`config.mk`:
```
export PLATFORM = sky130hd
export DESIGN_NAME = programmable_dfa_runner_unit
export DESIGN_NICKNAME = d
export VERILOG_FILES = /design/src/rtl/pdr_pkg.sv /design/src/rtl/pdr_ram.sv /design/src/rtl/programmable_dfa_runner_unit.sv
export SDC_FILE = /design/constraint.sdc
export NUM_CORES = 1
export LEC_CHECK = 0
export BUFFER_PORTS_ARGS = -buffer_cell sky130_fd_sc_hd__buf_2
export CORE_ASPECT_RATIO = 0.5
export CORE_MARGIN = 2
export CORE_UTILIZATION = 40
export DETAILED_ROUTE_END_ITERATION = 6
export PLACE_DENSITY = 0.53
export SLEW_MARGIN = 20
export SYNTH_ARGS = -nofsm -noshare
export SYNTH_HDL_FRONTEND = slang
export SYNTH_HIERARCHICAL = 1
export SYNTH_SLANG_ARGS = --single-unit
```
`constraint.sdc`:
```
create_clock -name clk -period 19.2 [get_ports clk]
set_input_delay 3.84 -clock clk [delete_from_list [all_inputs] [get_ports clk]]
set_output_delay 3.84 -clock clk [all_outputs]
set_load 0.02 [all_outputs]
```
`src/rtl/pdr_pkg.sv`:
```
// Shared types, codes and default sizes for the programmable DFA runner.
`timescale 1ns / 1ps

package pdr_pkg;

  // Default sizes handed to the top level parameters
  localparam int MAX_STATES_DEF  = 16;
  localparam int MAX_SYMBOLS_DEF = 8;
  localparam int SYMBOL_BITS_DEF = 16;

  // Fixed field widths
  localparam int OP_W      = 3;
  localparam int SSEL_W    = 4;
  localparam int LSEL_W    = 3;
  localparam int TARGET_W  = 5;
  localparam int STATUS_W  = 3;
  localparam int CUR_W     = 4;
  localparam int NSTATES_W = 5;
  localparam int NSYMS_W   = 4;
  localparam int START_W   = 4;
  localparam int CFG_IDX_W = 2;
  localparam int CFG_DAT_W = 5;

  // Register reset values
  localparam logic [NSTATES_W-1:0] NSTATES_RST = 5'd16;
  localparam logic [NSYMS_W-1:0]   NSYMS_RST   = 4'd8;
  localparam logic [START_W-1:0]   START_RST   = 4'd0;

  // Stored transition target meaning "dead"
  localparam logic [TARGET_W-1:0] TARGET_DEAD = 5'h1F;

  // Item operation codes
  typedef enum logic [OP_W-1:0] {
    OP_WR_TRANS = 3'd0,
    OP_WR_SYM   = 3'd1,
    OP_WR_FLAG  = 3'd2,
    OP_START    = 3'd3,
    OP_STEP     = 3'd4
  } op_t;

  // Result status codes
  typedef enum logic [STATUS_W-1:0] {
    ST_OK         = 3'd0,
    ST_DEAD       = 3'd1,
    ST_UNKNOWN    = 3'd2,
    ST_BAD_TARGET = 3'd3,
    ST_BAD_START  = 3'd4
  } status_t;

  // Configuration register indexes
  typedef enum logic [CFG_IDX_W-1:0] {
    CFG_STATES_IN_USE  = 2'd0,
    CFG_SYMBOLS_IN_USE = 2'd1,
    CFG_START_STATE    = 2'd2
  } cfg_idx_t;

endpackage

```
`src/rtl/pdr_ram.sv`:
```
// Generic single-write, single-read RAM with registered read data (read-first).
`timescale 1ns / 1ps

module pdr_ram #(
  parameter int WIDTH = 8,
  parameter int DEPTH = 16
) (
  input  logic                     clk,
  input  logic                     we,
  input  logic [$clog2(DEPTH)-1:0] waddr,
  input  logic [WIDTH-1:0]         wdata,
  input  logic [$clog2(DEPTH)-1:0] raddr,
  output logic [WIDTH-1:0]         rdata
);

  logic [WIDTH-1:0] mem [DEPTH];
  logic [WIDTH-1:0] rdata_r;

  // Write port and registered read port
  always_ff @(posedge clk) begin
    if (we) begin
      mem[waddr] <= wdata;
    end
    rdata_r <= mem[raddr];
  end

  assign rdata = rdata_r;

endmodule

```
`src/rtl/programmable_dfa_runner_unit.sv`:
```
// Top level of the programmable DFA runner: load, start and step items in, one result each.
//
//   channel  direction  handshake            payload
//   in_*     input      in_valid / in_stall  op, state_sel, letter_sel, next_state,
//                                            symbol_code, final_flag
//   out_*    output     out_valid/out_stall  status, accepted, dfa_state
//   cfg_*    input      cfg_wr_en            cfg_index, cfg_wr_data
//
// One item per cycle while out_stall is low; an item passes through the input register and
// then the result register, where its result shows.
// The transition table (one RAM bank per alphabet slot) and the accepting flags are
// read every cycle at the state the next item will see, so a step need not wait for a read.
// Reset clears control state only; table, symbol codes and flags are undefined until
// written. A stalled result holds the input register, which then stalls the input.
`timescale 1ns / 1ps

module programmable_dfa_runner_unit #(
  parameter int MAX_STATES  = pdr_pkg::MAX_STATES_DEF,
  parameter int MAX_SYMBOLS = pdr_pkg::MAX_SYMBOLS_DEF,
  parameter int SYMBOL_BITS = pdr_pkg::SYMBOL_BITS_DEF
) (
  input  logic                                clk,
  input  logic                                rst_n,
  // input channel
  input  logic                                in_valid,
  output logic                                in_stall,
  input  logic [pdr_pkg::OP_W-1:0]            in_op,
  input  logic [pdr_pkg::SSEL_W-1:0]          in_state_sel,
  input  logic [pdr_pkg::LSEL_W-1:0]          in_letter_sel,
  input  logic signed [pdr_pkg::TARGET_W-1:0] in_next_state,
  input  logic signed [SYMBOL_BITS-1:0]       in_symbol_code,
  input  logic                                in_final_flag,
  // result channel
  output logic                                out_valid,
  input  logic                                out_stall,
  output logic [pdr_pkg::STATUS_W-1:0]        out_status,
  output logic                                out_accepted,
  output logic [pdr_pkg::CUR_W-1:0]           out_dfa_state,
  // configuration port
  input  logic                                cfg_wr_en,
  input  logic [pdr_pkg::CFG_IDX_W-1:0]       cfg_index,
  input  logic [pdr_pkg::CFG_DAT_W-1:0]       cfg_wr_data
);

  import pdr_pkg::*;

  localparam int SW   = $clog2(MAX_STATES);
  localparam int LW   = $clog2(MAX_SYMBOLS);
  localparam int LSW  = $clog2(MAX_STATES + 1);
  localparam int NW   = (LSW > NSTATES_W) ? LSW : NSTATES_W;
  localparam int LYW  = $clog2(MAX_SYMBOLS + 1);
  localparam int YW   = (LYW > NSYMS_W) ? LYW : NSYMS_W;

  // Configuration registers
  logic [NSTATES_W-1:0] states_in_use_r;
  logic [NSYMS_W-1:0]   symbols_in_use_r;
  logic [START_W-1:0]   start_state_r;

  always_ff @(posedge clk) begin
    if (!rst_n) begin
      states_in_use_r  <= NSTATES_RST;
      symbols_in_use_r <= NSYMS_RST;
      start_state_r    <= START_RST;
    end else if (cfg_wr_en) begin
      unique case (cfg_idx_t'(cfg_index))
        CFG_STATES_IN_USE:  states_in_use_r  <= cfg_wr_data[NSTATES_W-1:0];
        CFG_SYMBOLS_IN_USE: symbols_in_use_r <= cfg_wr_data[NSYMS_W-1:0];
        CFG_START_STATE:    start_state_r    <= cfg_wr_data[START_W-1:0];
        default: ;
      endcase
    end
  end

  // Saturated counts of states and slots in use
  logic [NW-1:0] states_ext;
  logic [NW-1:0] live_states;
  logic [YW-1:0] syms_ext;
  logic [YW-1:0] live_syms;

  assign states_ext = NW'(states_in_use_r);
  assign syms_ext   = YW'(symbols_in_use_r);

  always_comb begin
    if (states_ext == '0) begin
      live_states = NW'(1);
    end else if (states_ext > NW'(MAX_STATES)) begin
      live_states = NW'(MAX_STATES);
    end else begin
      live_states = states_ext;
    end
    if (syms_ext == '0) begin
      live_syms = YW'(1);
    end else if (syms_ext > YW'(MAX_SYMBOLS)) begin
      live_syms = YW'(MAX_SYMBOLS);
    end else begin
      live_syms = syms_ext;
    end
  end

  // Input register
  logic                       s1_valid_r;
  op_t                        s1_op_r;
  logic [SSEL_W-1:0]          s1_state_sel_r;
  logic [LSEL_W-1:0]          s1_letter_sel_r;
  logic [TARGET_W-1:0]        s1_target_r;
  logic [SYMBOL_BITS-1:0]     s1_code_r;
  logic                       s1_flag_r;
  logic                       in_take;
  logic                       fire;

  // Result register
  logic                       out_valid_r;
  logic [STATUS_W-1:0]        out_status_r;
  logic [CUR_W-1:0]           out_state_r;
  logic                       out_live_r;

  assign fire     = s1_valid_r && (!out_valid_r || !out_stall);
  assign in_stall = s1_valid_r && !fire;
  assign in_take  = in_valid && !in_stall;

  always_ff @(posedge clk) begin
    if (!rst_n) begin
      s1_valid_r <= 1'b0;
    end else if (in_take) begin
      s1_valid_r <= 1'b1;
    end else if (fire) begin
      s1_valid_r <= 1'b0;
    end
  end

  always_ff @(posedge clk) begin
    if (in_take) begin
      s1_op_r         <= op_t'(in_op);
      s1_state_sel_r  <= in_state_sel;
      s1_letter_sel_r <= in_letter_sel;
      s1_target_r     <= in_next_state;
      s1_code_r       <= in_symbol_code;
      s1_flag_r       <= in_final_flag;
    end
  end

  // Trace state
  logic [SW-1:0] state_r;
  logic [SW-1:0] state_nxt;
  logic          dead_r;
  logic          dead_nxt;
  logic          err_r;
  logic          err_nxt;

  always_ff @(posedge clk) begin
    if (!rst_n) begin
      state_r <= '0;
      dead_r  <= 1'b0;
      err_r   <= 1'b0;
    end else begin
      state_r <= state_nxt;
      dead_r  <= dead_nxt;
      err_r   <= err_nxt;
    end
  end

  // Selector decode with range checks
  logic [SW+SSEL_W-1:0] ssel_ext;
  logic [LW+LSEL_W-1:0] lsel_ext;
  logic [SW-1:0]        ssel_idx;
  logic [LW-1:0]        lsel_idx;
  logic                 ssel_ok;
  logic                 lsel_ok;

  assign ssel_ext = (SW + SSEL_W)'(s1_state_sel_r);
  assign lsel_ext = (LW + LSEL_W)'(s1_letter_sel_r);
  assign ssel_idx = ssel_ext[SW-1:0];
  assign lsel_idx = lsel_ext[LW-1:0];
  assign ssel_ok  = ssel_ext < (SW + SSEL_W)'(MAX_STATES);
  assign lsel_ok  = lsel_ext < (LW + LSEL_W)'(MAX_SYMBOLS);

  // Symbol code store, one register per slot
  logic [SYMBOL_BITS-1:0] sym_codes_r [MAX_SYMBOLS];
  logic                   sym_we;

  always_ff @(posedge clk) begin
    if (sym_we) begin
      sym_codes_r[lsel_idx] <= s1_code_r;
    end
  end

  // Parallel compare, lowest matching slot wins
  logic          found;
  logic [LW-1:0] slot;

  always_comb begin
    found = 1'b0;
    slot  = '0;
    for (int i = MAX_SYMBOLS - 1; i >= 0; i--) begin
      if ((YW'(i) < live_syms) && (sym_codes_r[i] == s1_code_r)) begin
        found = 1'b1;
        slot  = LW'(i);
      end
    end
  end

  // Transition banks, one per slot, read at the state the next item sees
  logic [TARGET_W-1:0] trn_q [MAX_SYMBOLS];
  logic                trn_we;
  logic [TARGET_W-1:0] trn_wdata;
  logic                trn_fwd_hit_r;
  logic [LW-1:0]       trn_fwd_slot_r;
  logic [TARGET_W-1:0] trn_fwd_data_r;

  assign trn_wdata = s1_target_r[TARGET_W-1] ? TARGET_DEAD : s1_target_r;

  for (genvar b = 0; b < MAX_SYMBOLS; b++) begin : g_trn_bank
    pdr_ram #(
      .WIDTH (TARGET_W),
      .DEPTH (MAX_STATES)
    ) u_trn_ram (
      .clk   (clk),
      .we    (trn_we && (lsel_idx == LW'(b))),
      .waddr (ssel_idx),
      .wdata (trn_wdata),
      .raddr (state_nxt),
      .rdata (trn_q[b])
    );
  end

  // Accepting flags, read at the state the next item sees
  logic flag_q;
  logic flag_we;
  logic flag_fwd_hit_r;
  logic flag_fwd_data_r;
  logic flag_eff;

  pdr_ram #(
    .WIDTH (1),
    .DEPTH (MAX_STATES)
  ) u_flag_ram (
    .clk   (clk),
    .we    (flag_we),
    .waddr (ssel_idx),
    .wdata (s1_flag_r),
    .raddr (state_nxt),
    .rdata (flag_q)
  );

  // Bypass a write that hit the row being read in the same cycle
  always_ff @(posedge clk) begin
    if (!rst_n) begin
      trn_fwd_hit_r  <= 1'b0;
      flag_fwd_hit_r <= 1'b0;
    end else begin
      trn_fwd_hit_r  <= trn_we && (ssel_idx == state_nxt);
      flag_fwd_hit_r <= flag_we && (ssel_idx == state_nxt);
    end
  end

  always_ff @(posedge clk) begin
    trn_fwd_slot_r  <= lsel_idx;
    trn_fwd_data_r  <= trn_wdata;
    flag_fwd_data_r <= s1_flag_r;
  end

  assign flag_eff = flag_fwd_hit_r ? flag_fwd_data_r : flag_q;

  // Table entry for the matched slot and its checks
  logic [TARGET_W-1:0] entry;
  logic                step_dead;
  logic [SW-1:0]       step_idx;
  logic                tgt_too_big;
  logic                start_bad;

  assign entry = (trn_fwd_hit_r && (trn_fwd_slot_r == slot)) ? trn_fwd_data_r : trn_q[slot];
  assign step_dead   = entry[TARGET_W-1] || (NW'(entry[TARGET_W-2:0]) >= live_states);
  assign step_idx    = SW'(entry[TARGET_W-2:0]);
  assign tgt_too_big = !s1_target_r[TARGET_W-1] &&
                       (NW'(s1_target_r[TARGET_W-2:0]) >= live_states);
  assign start_bad   = NW'(start_state_r) >= live_states;

  // Item execution
  status_t status_nxt;

  always_comb begin
    state_nxt  = state_r;
    dead_nxt   = dead_r;
    err_nxt    = err_r;
    status_nxt = ST_OK;
    trn_we     = 1'b0;
    sym_we     = 1'b0;
    flag_we    = 1'b0;
    if (fire) begin
      unique case (s1_op_r)
        OP_WR_TRANS: begin
          if (tgt_too_big) begin
            status_nxt = ST_BAD_TARGET;
          end else if (ssel_ok && lsel_ok) begin
            trn_we = 1'b1;
          end
        end
        OP_WR_SYM: begin
          sym_we = lsel_ok;
        end
        OP_WR_FLAG: begin
          flag_we = ssel_ok;
        end
        OP_START: begin
          err_nxt = 1'b0;
          if (start_bad) begin
            state_nxt  = '0;
            dead_nxt   = 1'b1;
            status_nxt = ST_BAD_START;
          end else begin
            state_nxt = SW'(start_state_r);
            dead_nxt  = 1'b0;
          end
        end
        OP_STEP: begin
          if (dead_r) begin
            status_nxt = ST_DEAD;
          end else if (err_r) begin
            status_nxt = ST_UNKNOWN;
          end else if (!found) begin
            err_nxt    = 1'b1;
            status_nxt = ST_UNKNOWN;
          end else if (step_dead) begin
            dead_nxt   = 1'b1;
            status_nxt = ST_DEAD;
          end else begin
            state_nxt = step_idx;
          end
        end
        default: ;
      endcase
    end
  end

  // Result register
  logic [SW+CUR_W-1:0] state_nxt_ext;

  assign state_nxt_ext = (SW + CUR_W)'(state_nxt);

  always_ff @(posedge clk) begin
    if (!rst_n) begin
      out_valid_r <= 1'b0;
    end else if (fire) begin
      out_valid_r <= 1'b1;
    end else if (!out_stall) begin
      out_valid_r <= 1'b0;
    end
  end

  always_ff @(posedge clk) begin
    if (fire) begin
      out_status_r <= status_nxt;
      out_state_r  <= state_nxt_ext[CUR_W-1:0];
      out_live_r   <= !dead_nxt && !err_nxt;
    end
  end

  // The flag read tracks the present state, which holds while a result waits
  assign out_valid     = out_valid_r;
  assign out_status    = out_status_r;
  assign out_dfa_state = out_state_r;
  assign out_accepted  = out_live_r && flag_eff;

endmodule
```
[Word-level counts from Yosys, hierarchy flattened]
Memories as Yosys holds them, arrays and structs flattened. A register that Yosys moved wholly into a read port is not among the register bits.
Cells that the tools add are included.
Storage, ports and cells
  memory bits (read-only): 0
  output and inout port bits: 10
  input bits: 44
  register bits: 72
  latch bits: 0
  memories kept: 10
  memory bits (writable): 784
  word-level logic and storage cells: 201
Memories
  sym_codes_r: words 8, bits a word 16, rd ports 8, clocked after Yosys merged registers in 0, write ports 1, line programmable_dfa_runner_unit.sv:178  | logic [SYMBOL_BITS-1:0] sym_codes_r [MAX_SYMBOLS];
  g_trn_bank[0].u_trn_ram.mem: words 16, bits a word 5, rd ports 1, clocked after Yosys merged registers in 1, write ports 1, line pdr_ram.sv:16  | logic [WIDTH-1:0] mem [DEPTH];
  g_trn_bank[1].u_trn_ram.mem: words 16, bits a word 5, rd ports 1, clocked after Yosys merged registers in 1, write ports 1, line pdr_ram.sv:16
  g_trn_bank[2].u_trn_ram.mem: words 16, bits a word 5, rd ports 1, clocked after Yosys merged registers in 1, write ports 1, line pdr_ram.sv:16
  g_trn_bank[3].u_trn_ram.mem: words 16, bits a word 5, rd ports 1, clocked after Yosys merged registers in 1, write ports 1, line pdr_ram.sv:16
  g_trn_bank[4].u_trn_ram.mem: words 16, bits a word 5, rd ports 1, clocked after Yosys merged registers in 1, write ports 1, line pdr_ram.sv:16
  +4 memories
Operators by class
  mux-type cells: 84
  magnitude comparators: 16
  shift operators: 0
  multipliers: 0
  reduce and logical (&&, ||, !) cells: 44
  div/mod/pow operators: 0
  add/subtract/negate cells: 0
  bitwise gates (word level): 1
  eq/ne operators: 24
Operators with widths (count)
  $eq 16x16->1: 8
  $mux 1: 52
  $mux 4: 8
  $mux 5: 6
  $mux 3: 9
  $logic_and 1x1->1: 26
  $lt 3x4->1 const A: 4
  $bmux 5 s3: 1
  $eq 3x3->1 const B: 5
  $ge 4x5->1: 3
  $eq 3x2->1 const B: 4
  $pmux 3 s3: 1
  $lt 1x4->1 const A: 2
  $lt 2x4->1 const A: 2
  $mux 2: 4
  $pmux 4 s2: 1
  $logic_not 1->1: 7
  $eq 3x1->1 const B: 2
  $logic_not 3->1: 2
  $reduce_and 2->1: 3
  $gt 5x5->1 const B: 1
  $logic_not 5->1: 1
  $lt 4x5->1 const B: 1
  $eq 4x4->1: 1
  other kinds (13): 15

[Longest topological paths before layout]
Gate-level depths: netlist of run 1.
  depth in word-level cells: 28
  gate-level depth with buffers: 25
  mapped depth without buffers: 22

[By module]
The synthesis of run 1 kept the hierarchy.
By module, submodules not included
  pdr_ram (g_trn_bank[0].u_trn_ram ...): cells an instance 155, area each 3213.1 µm², seq. area each 2502.4 µm², times used 8
  programmable_dfa_runner_unit: cells an instance 786, area each 9711.8 µm², seq. area each 5685.5 µm², times used 1
  pdr_ram (u_flag_ram): cells an instance 47, area each 745.7 µm², seq. area each 500.5 µm², times used 1

[Worst setup path after synthesis of run 1]
OpenSTA, ideal clock, no wires.
  path kind: input-to-reg
  start: in out_stall
  end: reg g_trn_bank[0].u_trn_ram.rdata_r[3] (read register of g_trn_bank[0].u_trn_ram.mem)
  slack: 10.883 ns
  cell stages on the path: 10
  arrival: 8.188 ns
  buffers on the path: 0
  cells stage by stage: nand2_1 > nand2_1 > clkinv_1 > o21ai_1 > a22o_1 > o21ai_1 > a22oi_1 > nor2_1 > a22oi_1 > nand3_1
On the way
  cells in the longest elaborated chain, start to end: 4
RTL lines
  start: declaration: line programmable_dfa_runner_unit.sv:35  | input logic out_stall,
  $logic_not 1->1
  $logic_or 1x1->1: line programmable_dfa_runner_unit.sv:117  | assign fire = s1_valid_r && (!out_valid_r || !out_stall);
  $logic_and 1x1->1: line programmable_dfa_runner_unit.sv:117
  via fire: line programmable_dfa_runner_unit.sv:109  | logic fire;
  $mux 4: line programmable_dfa_runner_unit.sv:289  | if (fire) begin
  via state_nxt[3]: line programmable_dfa_runner_unit.sv:144  | logic [SW-1:0] state_nxt;
  end: declaration: line pdr_ram.sv:17  | logic [WIDTH-1:0] rdata_r;
The timed path passes the listed nets, and every way through them passes these cells.
A chain may end at the register's enable or synchronous reset.

[Worst setup path after layout of run 1]
  start: reg s1_code_r[11]
  end: reg g_trn_bank[2].u_trn_ram.rdata_r[3] (read register of g_trn_bank[2].u_trn_ram.mem)
On the way
  cells in the longest elaborated chain, start to end: 23
RTL lines
  start: declaration: line programmable_dfa_runner_unit.sv:106  | logic [SYMBOL_BITS-1:0] s1_code_r;
  start signal: assignment: line programmable_dfa_runner_unit.sv:137  | s1_code_r <= in_symbol_code;
  $eq 16x16->1: line programmable_dfa_runner_unit.sv:195  | if ((YW'(i) < live_syms) && (sym_codes_r[i] == s1_code_r)) begin
  $logic_and 1x1->1: line programmable_dfa_runner_unit.sv:195
  $mux 3 (8 in series): line programmable_dfa_runner_unit.sv:195
  $not 3->4 (not written as such): line programmable_dfa_runner_unit.sv:271  | assign entry = (trn_fwd_hit_r && (trn_fwd_slot_r == slot)) ? trn_fwd_data_r : trn_q[slot];
  $bmux 5 s3: line programmable_dfa_runner_unit.sv:271
  $mux 5 (not written as such) (2 in series): line programmable_dfa_runner_unit.sv:271
  $mux 5: line programmable_dfa_runner_unit.sv:271
  $ge 4x5->1: line programmable_dfa_runner_unit.sv:272  | assign step_dead = entry[TARGET_W-1] || (NW'(entry[TARGET_W-2:0]) >= live_states);
  $logic_or 1x1->1: line programmable_dfa_runner_unit.sv:272
  $mux 4: line programmable_dfa_runner_unit.sv:323  | end else if (step_dead) begin
  $mux 4 (*): line programmable_dfa_runner_unit.sv:320  | end else if (!found) begin
  $mux 4 (*): line programmable_dfa_runner_unit.sv:318  | end else if (err_r) begin
  $mux 4 (*): line programmable_dfa_runner_unit.sv:316  | if (dead_r) begin
  $pmux 4 s2 (*): line programmable_dfa_runner_unit.sv:290  | unique case (s1_op_r)
  $mux 4 (*): line programmable_dfa_runner_unit.sv:289
  via state_nxt[0]: line programmable_dfa_runner_unit.sv:144
  end: declaration: line pdr_ram.sv:17
The timed path passes the listed nets; every way through them passes the cells marked *. The select of a mux whose other input is x is not followed.

==> reports/results.ini, run 1 <==
[outcome]
outcome = complete, no violations

[pwr]
power_density_mw_per_mm2 = 96.5
power_mw = 3.92
p_clk_share_pct = 42.5
p_sw_mw = 0.808
switching_share_pct = 20.6
ir_drop_mv = 0.0573
internal_power_mw = 3.11
combPwrFrac_pct = 2.5
seq_power_share_pct = 55.0
power.leakage_nw = 12.2

[timing]
period_needed_ns = 8.89
hold_violations = 0
tightest_slew_ns = 1.14
min_period_over_period_pct = 46.3
rsz0062_at_grt = false
drv_slew = 0
slew-limit-headroom_pct = 23.4
finalSetupTns_ns = 0
max_freq_ghz = 0.113
clock_skew_ns = 0.0241
setup_viol = 0

[logic_synthesis]
ys_types = 78
yosys_most_used_dff = edfxtp_1
synth_fp_nets = 2129
synth-seq-cells = 897
syn_area_per_cell_um2 = 17.4
ys_seq_area_share_pct = 72.5
yosys_warnings = 6
synth_area_mm2 = 0.0362
syn_inst = 2073
synth_edf_count = 824
async_flop_share_pct = 0

[place]
dp_cells = 3285
gp_routability_congestion = 0.902
dp_hpwl_mm = 56.1
io_buffers = 53

[routing]
detail-route-antenna-nets = 0
route.vias.total = 19200
drc_errors = 0
dr.pass1.iters = 7
wirelength_mm = 89.3
wl_per_cell_um = 26.0
vias_per_cell = 5.57
drt_iter0_drc = 2000

[global_route]
antenna_found_initial = 9
gr-total-overflow = 0
grt_pass1_vias = 19600
grt_max_degree = 134
groute.usage.overall_pct = 19.3
grt_pass1_wl_mm = 133

[floorplanning]
start_util_pct = 40.7
die_height_um = 217
pin_count = 54
dieArea_mm2 = 0.0930
die_width_um = 429
placementRows = 77
coreArea_mm2 = 0.0889

[layout]
antenna_cells = 0
drive_gt1_share_pct = 18.2
final_cell_mix = 824 x edfxtp_1, 177 x nor2_1, 162 x mux4_2, 106 x nand3_1, 85 x clkbuf_16
area.growth.synth_to_final_pct = 12.4
nets = 2240
final_common_cell = edfxtp_1
stdcell_count = 3438

[clock_network]
cts_max_level = 3
cts_tree = built
cts_resized = 0
cts_root_buf = clkbuf_16
cts_buffers = 82
clock_path_buffers = 3
clock_latency_ns = 0.66
numClockSinks = 897
post_cts_buffers = 0
path_clk_slew_ns = 0.06
hold_buffers = 0

[run]
cap_violations = 0

[setup_path]
crit_required_ns = 19.71
cp_max_fo = 95
cp-end-kind = flip-flop
start_kind = flip-flop
worstSetupPathType = reg2reg
cp.arrival_ns = 9.39

[min_path]
min_path_type = reg2reg

-- worst paths after layout --
kind | endpoint | depth (start not counted) | from | slack (ns)
worst max-delay path | g_trn_bank[2].u_trn_ram/rdata[3] | 23 | s1_code_r[11] | 10.31
worst min-delay path | out_valid | 2 | s1_valid_r | 0.50
worst max register to register | g_trn_bank[2].u_trn_ram/rdata[3] | 23 | s1_code_r[11] | 10.31
worst min register to register | out_valid | 2 | s1_valid_r | 0.50
-- critical path: stages, from the launching register on --
cell	delay [ns]
edfxtp_1	0.80
xor2_1	0.18
or4_1	0.61
or4_4	0.53
a211oi_1	0.31
o221ai_1	0.37
a21oi_1	0.30
mux4_2	0.51
or2_2	0.30
a31oi_1	0.37
ha_1	0.30
nand2b_1	0.14
a21o_1	0.17
a21o_1	0.17
a21oi_1	0.14
nor2_1	0.11
or4_1	0.49
a21oi_1	0.21
o22a_4	0.16
buf_4	0.73
buf_12	0.68
mux4_2	0.64
a22oi_1	0.21
nand3_1	0.15
-- power by group through the flow --
stage / Sequential, mW / Clock, mW / Combinational (mW)
finish: 2.16 / 1.67 / 0.0978
global route: 2.16 / 1.79 / 0.106
CTS: 2.16 / 1.71 / 0.0991
detailed placement: 2.20 / 0 / 0.0985
global placement: 2.20 / 0 / 0.0974
floorplan: 2.20 / 0 / 0.0522
-- synth_stat cells, drive strengths merged, types with 6 or more instances --
cell type  instances  area [um2]
edfxtp           824       24700
nor2             179         672
mux4             166        3750
nand3            106         531
nand2             83         312
xnor2             74         648
dfxtp             73        1460
xor2              56         490
nor3              52         260
a22oi             44         330
a21oi             34         170
buf               31         236
nand2b            29         181
nor4              29         196
clkbuf            25        93.8
nand3b            24         180
mux2i             23         230
nor2b             21         131
nand4             19         119
o21ai             15        78.8
inv               14        52.6
ha                12         150
or2               12        75.1
or3b              12         105
a21o              10        75.1
nor4b              9        78.8
or4                8        67.6
and2               7        43.8
or3                7        43.8
a211oi             6        45.0
-- kinds of logic (layout without fill, tap and decap cells) --
kind of cell               Yosys count  after routing  synth area share (%)
DFF                                897            897                  72.5
and+or+nand+nor                    614            614                  8.67
muxes                              193            193                  11.1
AOI/OAI and AO/OA                  156            156                  3.09
xor gates and xnor gates           130            130                  3.15
buffers and inverters               71            251                  1.07
adders and majority gates           12             12                 0.415
-- registers in the layout (all words and copies together) (netlist names), 3 cells and up --
name / cells
g_trn_bank.u_trn_ram/mem: 640
sym_codes_r: 128
g_trn_bank.u_trn_ram/rdata: 40
s1_code_r: 16
u_flag_ram/mem: 16
s1_target_r: 5
states_ext: 5
trn_fwd_data_r: 5
out_dfa_state: 4
s1_state_sel_r: 4
start_state_r: 4
state_r: 4
symbols_in_use_r: 4
lsel_idx: 3
out_status: 3
s1_op_r: 3
trn_fwd_slot_r: 3
-- area by class of cell --
| type | instances | area (um2) |
|---|---|---|
| clock inverter | 33 | 378 |
| inverter | 15 | 56.3 |
| clock buffer | 120 | 2350 |
| tap | 1185 | 1480 |
| sequential | 897 | 26200 |
| multi-input combinational | 1105 | 9650 |
| timing repair buffer | 83 | 515 |
| fill | 7649 | 48300 |
-- through the flow --
| stage | worst slack, ns | hold slack (ns) | cell area (um2) | utilization, % |
|---|---|---|---|---|
| CTS | 10.33 | 0.505 | 40600 | 45.7 |
| global placement | 10.44 | 0.480 | 37900 | 42.6 |
| finish | 10.31 | 0.504 | 40600 | 45.7 |
| detailed placement | 10.36 | 0.489 | 37900 | 42.6 |
| global route | 9.77 | 0.555 | 40600 | 45.7 |
| floorplan | 10.88 | 0.396 | 36200 | - |
-- metal layers --
layer | global-route usage [%] | routed length [um]
met1 | 28.3 | 40800
met2 | 30.0 | 41500
met3 | 3.70 | 5300
met4 | 4.65 | 1670
met5 | 0 | 0
Note: power is estimated with default switching activity, not from simulation.
==> run 2, diff against run 1 <==
- clock period: 19.2 -> 8.23 ns (I/O delays scaled with it)
==> run 2 against run 1 <==
Against the previous run: power grew 130%; cell area grew 0.69%; largest power group unchanged; non-clock buffer count grew 23; die area is the same; clock skew is essentially flat; clock power grew 140%.
==> reports/results.ini, run 2 (synthesized netlist as in run 1, its figures left out) <==
[layout]
largest_reg_flops = 640
final_util_pct = 46.0
stdcell_count = 3463
final_common_cell = edfxtp_1
drive_gt1_share_pct = 18.9
nets = 2263
largest-register = g_trn_bank.u_trn_ram/mem
area.growth.synth_to_final_pct = 13.1
final_cell_mix = 824 x edfxtp_1, 178 x nor2_1, 162 x mux4_2, 106 x nand3_1, 88 x clkbuf_16
fillerInstances = 7581

[global_route]
grt_pass1_vias = 19500
grt_max_degree = 80
gr-total-overflow = 0
grt_pass1_wl_mm = 130
groute.usage.overall_pct = 19.0
antenna_found_initial = 3

[clock_network]
clock_latency_ns = 0.67
cts_max_level = 3
clock_path_buffers = 3
cts_resized = 0
cts_tree = built
post_cts_buffers = 0
cts_root_buf = clkbuf_16
path_clk_slew_ns = 0.07
hold_buffers = 0
numClockSinks = 897
cts_buffers = 82

[floorplanning]
die_height_um = 217
start_util_pct = 40.7
die_width_um = 429
placementRows = 77
dieArea_mm2 = 0.0930
pin_count = 54
coreArea_mm2 = 0.0889

[pwr]
power.leakage_nw = 12.3
ir_drop_mv = 0.145
power_density_mw_per_mm2 = 225
power_mw = 9.20

[timing]
finalSetupTns_ns = 0
hold_violations = 0
rsz0062_at_grt = false
holdWs_ns = 0.512
max_freq_ghz = 0.131
period_needed_ns = 7.62
drv_slew = 0
clock_skew_ns = 0.0237
tightest_slew_ns = 1.07
slew-limit-headroom_pct = 28.0
min_period_over_period_pct = 92.6
setup_viol = 0

[min_path]
whs_path_depth = 2
min_from = s1_valid_r
min_delay_worst_endpoint = out_valid
min_path_type = reg2reg

[setup_path]
r2r_slack_ns = 0.61
cp.arrival_ns = 8.16
r2r-end = g_trn_bank[2].u_trn_ram/rdata[3]
cp_max_fo = 19
rr_worst_depth = 23
crit_required_ns = 8.77
r2r-start = s1_code_r[6]
cp-end-kind = flip-flop
start_kind = flip-flop
worstSetupPathType = reg2reg

[place]
io_buffers = 53
gp_routability_congestion = 0.848
dp_hpwl_mm = 55.1
dp_cells = 3308

[routing]
dr.pass1.iters = 7
drt_iter0_drc = 1819
detail-route-antenna-nets = 0
route.vias.total = 19200
wl_per_cell_um = 25.1
wirelength_mm = 87.1
vias_per_cell = 5.55
drc_errors = 0

[run]
cap_violations = 0

[outcome]
outcome = complete, no violations

==> run 2: area by class of cell <==
type                       count  area (um2)  area share [%]
clock inverter                41         444            1.09
inverter                      15        56.3           0.138
clock buffer                 113        2330            5.68
tap                         1185        1480            3.62
antenna                        1        2.50         0.00612
sequential                   897       26200            64.0
timing repair buffer         106         763            1.87
multi-input combinational   1105        9640            23.6
==> run 2: critical path: stages, from the launching register on <==
cell,delay (ns)
edfxtp_1,0.55
xor2_1,0.23
or4_1,0.57
or4_4,0.53
a211oi_1,0.24
o221ai_1,0.33
a21oi_1,0.28
mux4_2,0.51
or2_2,0.28
a31oi_1,0.33
ha_1,0.29
nand2b_1,0.15
a21o_1,0.17
a21o_1,0.16
a21oi_1,0.13
nor2_1,0.11
or4_1,0.50
a21oi_1,0.20
o22a_4,0.19
buf_4,0.33
buf_4,0.43
mux4_2,0.55
a22oi_1,0.28
nand3_1,0.12
==> run 2: layer usage <==
metal	wire length (um)	up-vias	share of wire (%)	GRT usage [%]
li1	-	8571	-	-
met1	39300	9935	45	26.6
met2	39000	585	45	28.5
met3	6330	134	7.3	5.30
met4	2390	2	2.7	6.40
met5	13	-	0.015	0
==> run 2: worst max-delay path by stage <==
| stage | from | to | slack (ns) |
|---|---|---|---|
| 4_1_cts | s1_code_r[0] | g_trn_bank[0].u_trn_ram/rdata[3] | 0.59 |
| 5_1_grt | s1_code_r[0] | g_trn_bank[2].u_trn_ram/rdata[3] | 0.06 |
| 3_3_place_gp | s1_code_r[0] | g_trn_bank[0].u_trn_ram/rdata[3] | 0.64 |
| 2_1_floorplan | s1_code_r[5] | g_trn_bank[0].u_trn_ram/rdata[3] | 0.46 |
| 3_5_place_dp | s1_code_r[0] | g_trn_bank[0].u_trn_ram/rdata[3] | 0.63 |
| 6_report | s1_code_r[6] | g_trn_bank[2].u_trn_ram/rdata[3] | 0.61 |
==> run 2: per-stage QoR <==
| step | cell area (um2) | setup WS [ns] |
|---|---|---|
| final | 40900 | 0.610 |
| after global routing | 40900 | 0.0588 |
| after CTS | 40900 | 0.591 |
| after detailed placement | 38100 | 0.631 |
| after global placement | 38100 | 0.636 |
| after floorplan | 36200 | 0.462 |
==> run 2: power by group <==
group	switching (mW)	internal (mW)	total, mW
clock	1.69	2.25	3.94
sequential	0.0230	4.99	5.01
combinational	0.184	0.0655	0.250
==> run 3, diff against run 2 <==
- RECOVER_POWER: unset -> 25
==> run 3 against run 2 <==
Against the previous run: the flow now finishes with violations (max-capacitance violations, max-slew violations); first-iteration DRC count is 6.2% higher; die area unchanged; cell area is essentially flat; hold slack got worse by 0.011 ns; register-to-register slack gained 0.02 ns; setup slack improved by 0.024 ns; wire length about the same; clock-buffer cell count unchanged; cell count about the same; combinational power fell by 2%; critical path depth stayed put; non-clock buffer count unchanged; critical endpoint is now g_trn_bank[0].u_trn_ram/rdata[3]; largest power group unchanged; highest routed layer unchanged.
==> reports/results.ini, run 3 (synthesized netlist as in run 1, its figures left out) <==
[outcome]
outcome = complete, but fails checks
violations = max-capacitance violations, max-slew violations

[clock_network]
clock_path_buffers = 3
post_cts_buffers = 0
cts_root_buf = clkbuf_16
path_clk_slew_ns = 0.07
clock_latency_ns = 0.67
cts_max_level = 3
cts_buffers = 82
numClockSinks = 897
hold_buffers = 0
cts_resized = 0
cts_tree = built

[timing]
setup_viol = 0
clock_skew_ns = 0.0234
period_needed_ns = 7.60
tightest_slew_ns = 4.31
finalSetupTns_ns = 0
max_freq_ghz = 0.132
slew-limit-headroom_pct = -188
holdWs_ns = 0.501
hold_violations = 0
rsz0062_at_grt = false
min_period_over_period_pct = 92.3
drv_slew = 379

[place]
dp_hpwl_mm = 55.1
io_buffers = 53
gp_routability_congestion = 0.848

[setup_path]
cp-end-kind = flip-flop
cp_max_fo = 16
worstSetupPathType = reg2reg
start_kind = flip-flop
crit_required_ns = 8.77
cp.arrival_ns = 8.14

[routing]
detail-route-antenna-nets = 0
drc_errors = 0
vias_per_cell = 5.56
drt_iter0_drc = 1931
wl_per_cell_um = 25.1
route.vias.total = 19300
wirelength_mm = 87.1
dr.pass1.iters = 5

[floorplanning]
coreArea_mm2 = 0.0889
pin_count = 54
placementRows = 77
die_width_um = 429
die_height_um = 217
dieArea_mm2 = 0.0930
start_util_pct = 40.7

[global_route]
grt_pass1_vias = 19500
grt_max_degree = 80
gr-total-overflow = 0
groute.usage.overall_pct = 19.0
antenna_found_initial = 3
grt_pass1_wl_mm = 130

[layout]
final_common_cell = edfxtp_1
multi_input_area_mm2 = 0.00962
final_cell_mix = 824 x edfxtp_1, 178 x nor2_1, 162 x mux4_2, 106 x nand3_1, 88 x clkbuf_16
final_util_pct = 46.0
drive_gt1_share_pct = 18.2
regArea_mm2 = 0.0262
area.growth.synth_to_final_pct = 13.0
largest_reg_flops = 640
largest-register = g_trn_bank.u_trn_ram/mem
nets = 2263
fillerInstances = 7585

[pwr]
ir_drop_mv = 0.145
power.leakage_nw = 12.3
power_density_mw_per_mm2 = 225

[run]
cap_violations = 6

[min_path]
min_path_type = reg2reg

==> run 3: final timing paths <==
check | cells after the start | endpoint | slack, ns | start
worst max register to register | 23 | g_trn_bank[0].u_trn_ram/rdata[3] | 0.63 | s1_code_r[6]
worst min register to register | 2 | out_valid | 0.50 | s1_valid_r
worst max-delay path | 23 | g_trn_bank[0].u_trn_ram/rdata[3] | 0.63 | s1_code_r[6]
worst min-delay path | 2 | out_valid | 0.50 | s1_valid_r
==> run 3: stage by stage <==
step	instances	total power [mW]	worst slack [ns]	instance area, um2
6_report	3464	9.21	0.634	40900
5_1_grt	3463	9.50	0.0400	40900
3_3_place_gp	3308	5.36	0.636	38100
2_1_floorplan	2073	5.24	0.462	36200
3_5_place_dp	3308	5.36	0.631	38100
4_1_cts	3462	9.31	0.591	40900
==> run 3: metal layers <==
layer	wire length [um]	global-route usage, %	vias to the layer above	part of all wire, %
met5	13	0	-	0.015
met4	2300	6.40	2	2.6
met3	6530	5.30	128	7.5
met2	39100	28.5	608	45
met1	39100	26.6	9952	45
li1	-	-	8567	-
==> run 3: area by class of cell <==
class | instances | share of cell area, %
Antenna cell | 2 | 0.0122
Clock buffer | 113 | 5.69
Clock inverter | 41 | 1.09
Inverter | 15 | 0.138
Multi-Input combinational cell | 1105 | 23.5
Sequential cell | 897 | 64.1
Tap cell | 1185 | 3.63
Timing Repair Buffer | 106 | 1.81
==> run 3: report_power, final <==
group          internal [mW]  switching, mW
sequential              5.00         0.0229
clock                   2.25           1.70
combinational         0.0631          0.183
==> run 3: critical path: stages, from the launching register on <==
cell and delay [ns]:
edfxtp_1 0.54, xor2_1 0.23, or4_1 0.57, or4_4 0.53, a211oi_1 0.24, o221ai_1 0.33, a21oi_1 0.29, mux4_2 0.51
or2_2 0.28, a31oi_1 0.33, ha_1 0.29, nand2b_1 0.15, a21o_1 0.17, a21o_1 0.16, a21oi_1 0.13, nor2_1 0.11
or4_1 0.49, a21oi_1 0.20, o22a_4 0.19, buf_4 0.33, buf_4 0.37, mux4_2 0.58, a22oi_1 0.29, nand3_1 0.11
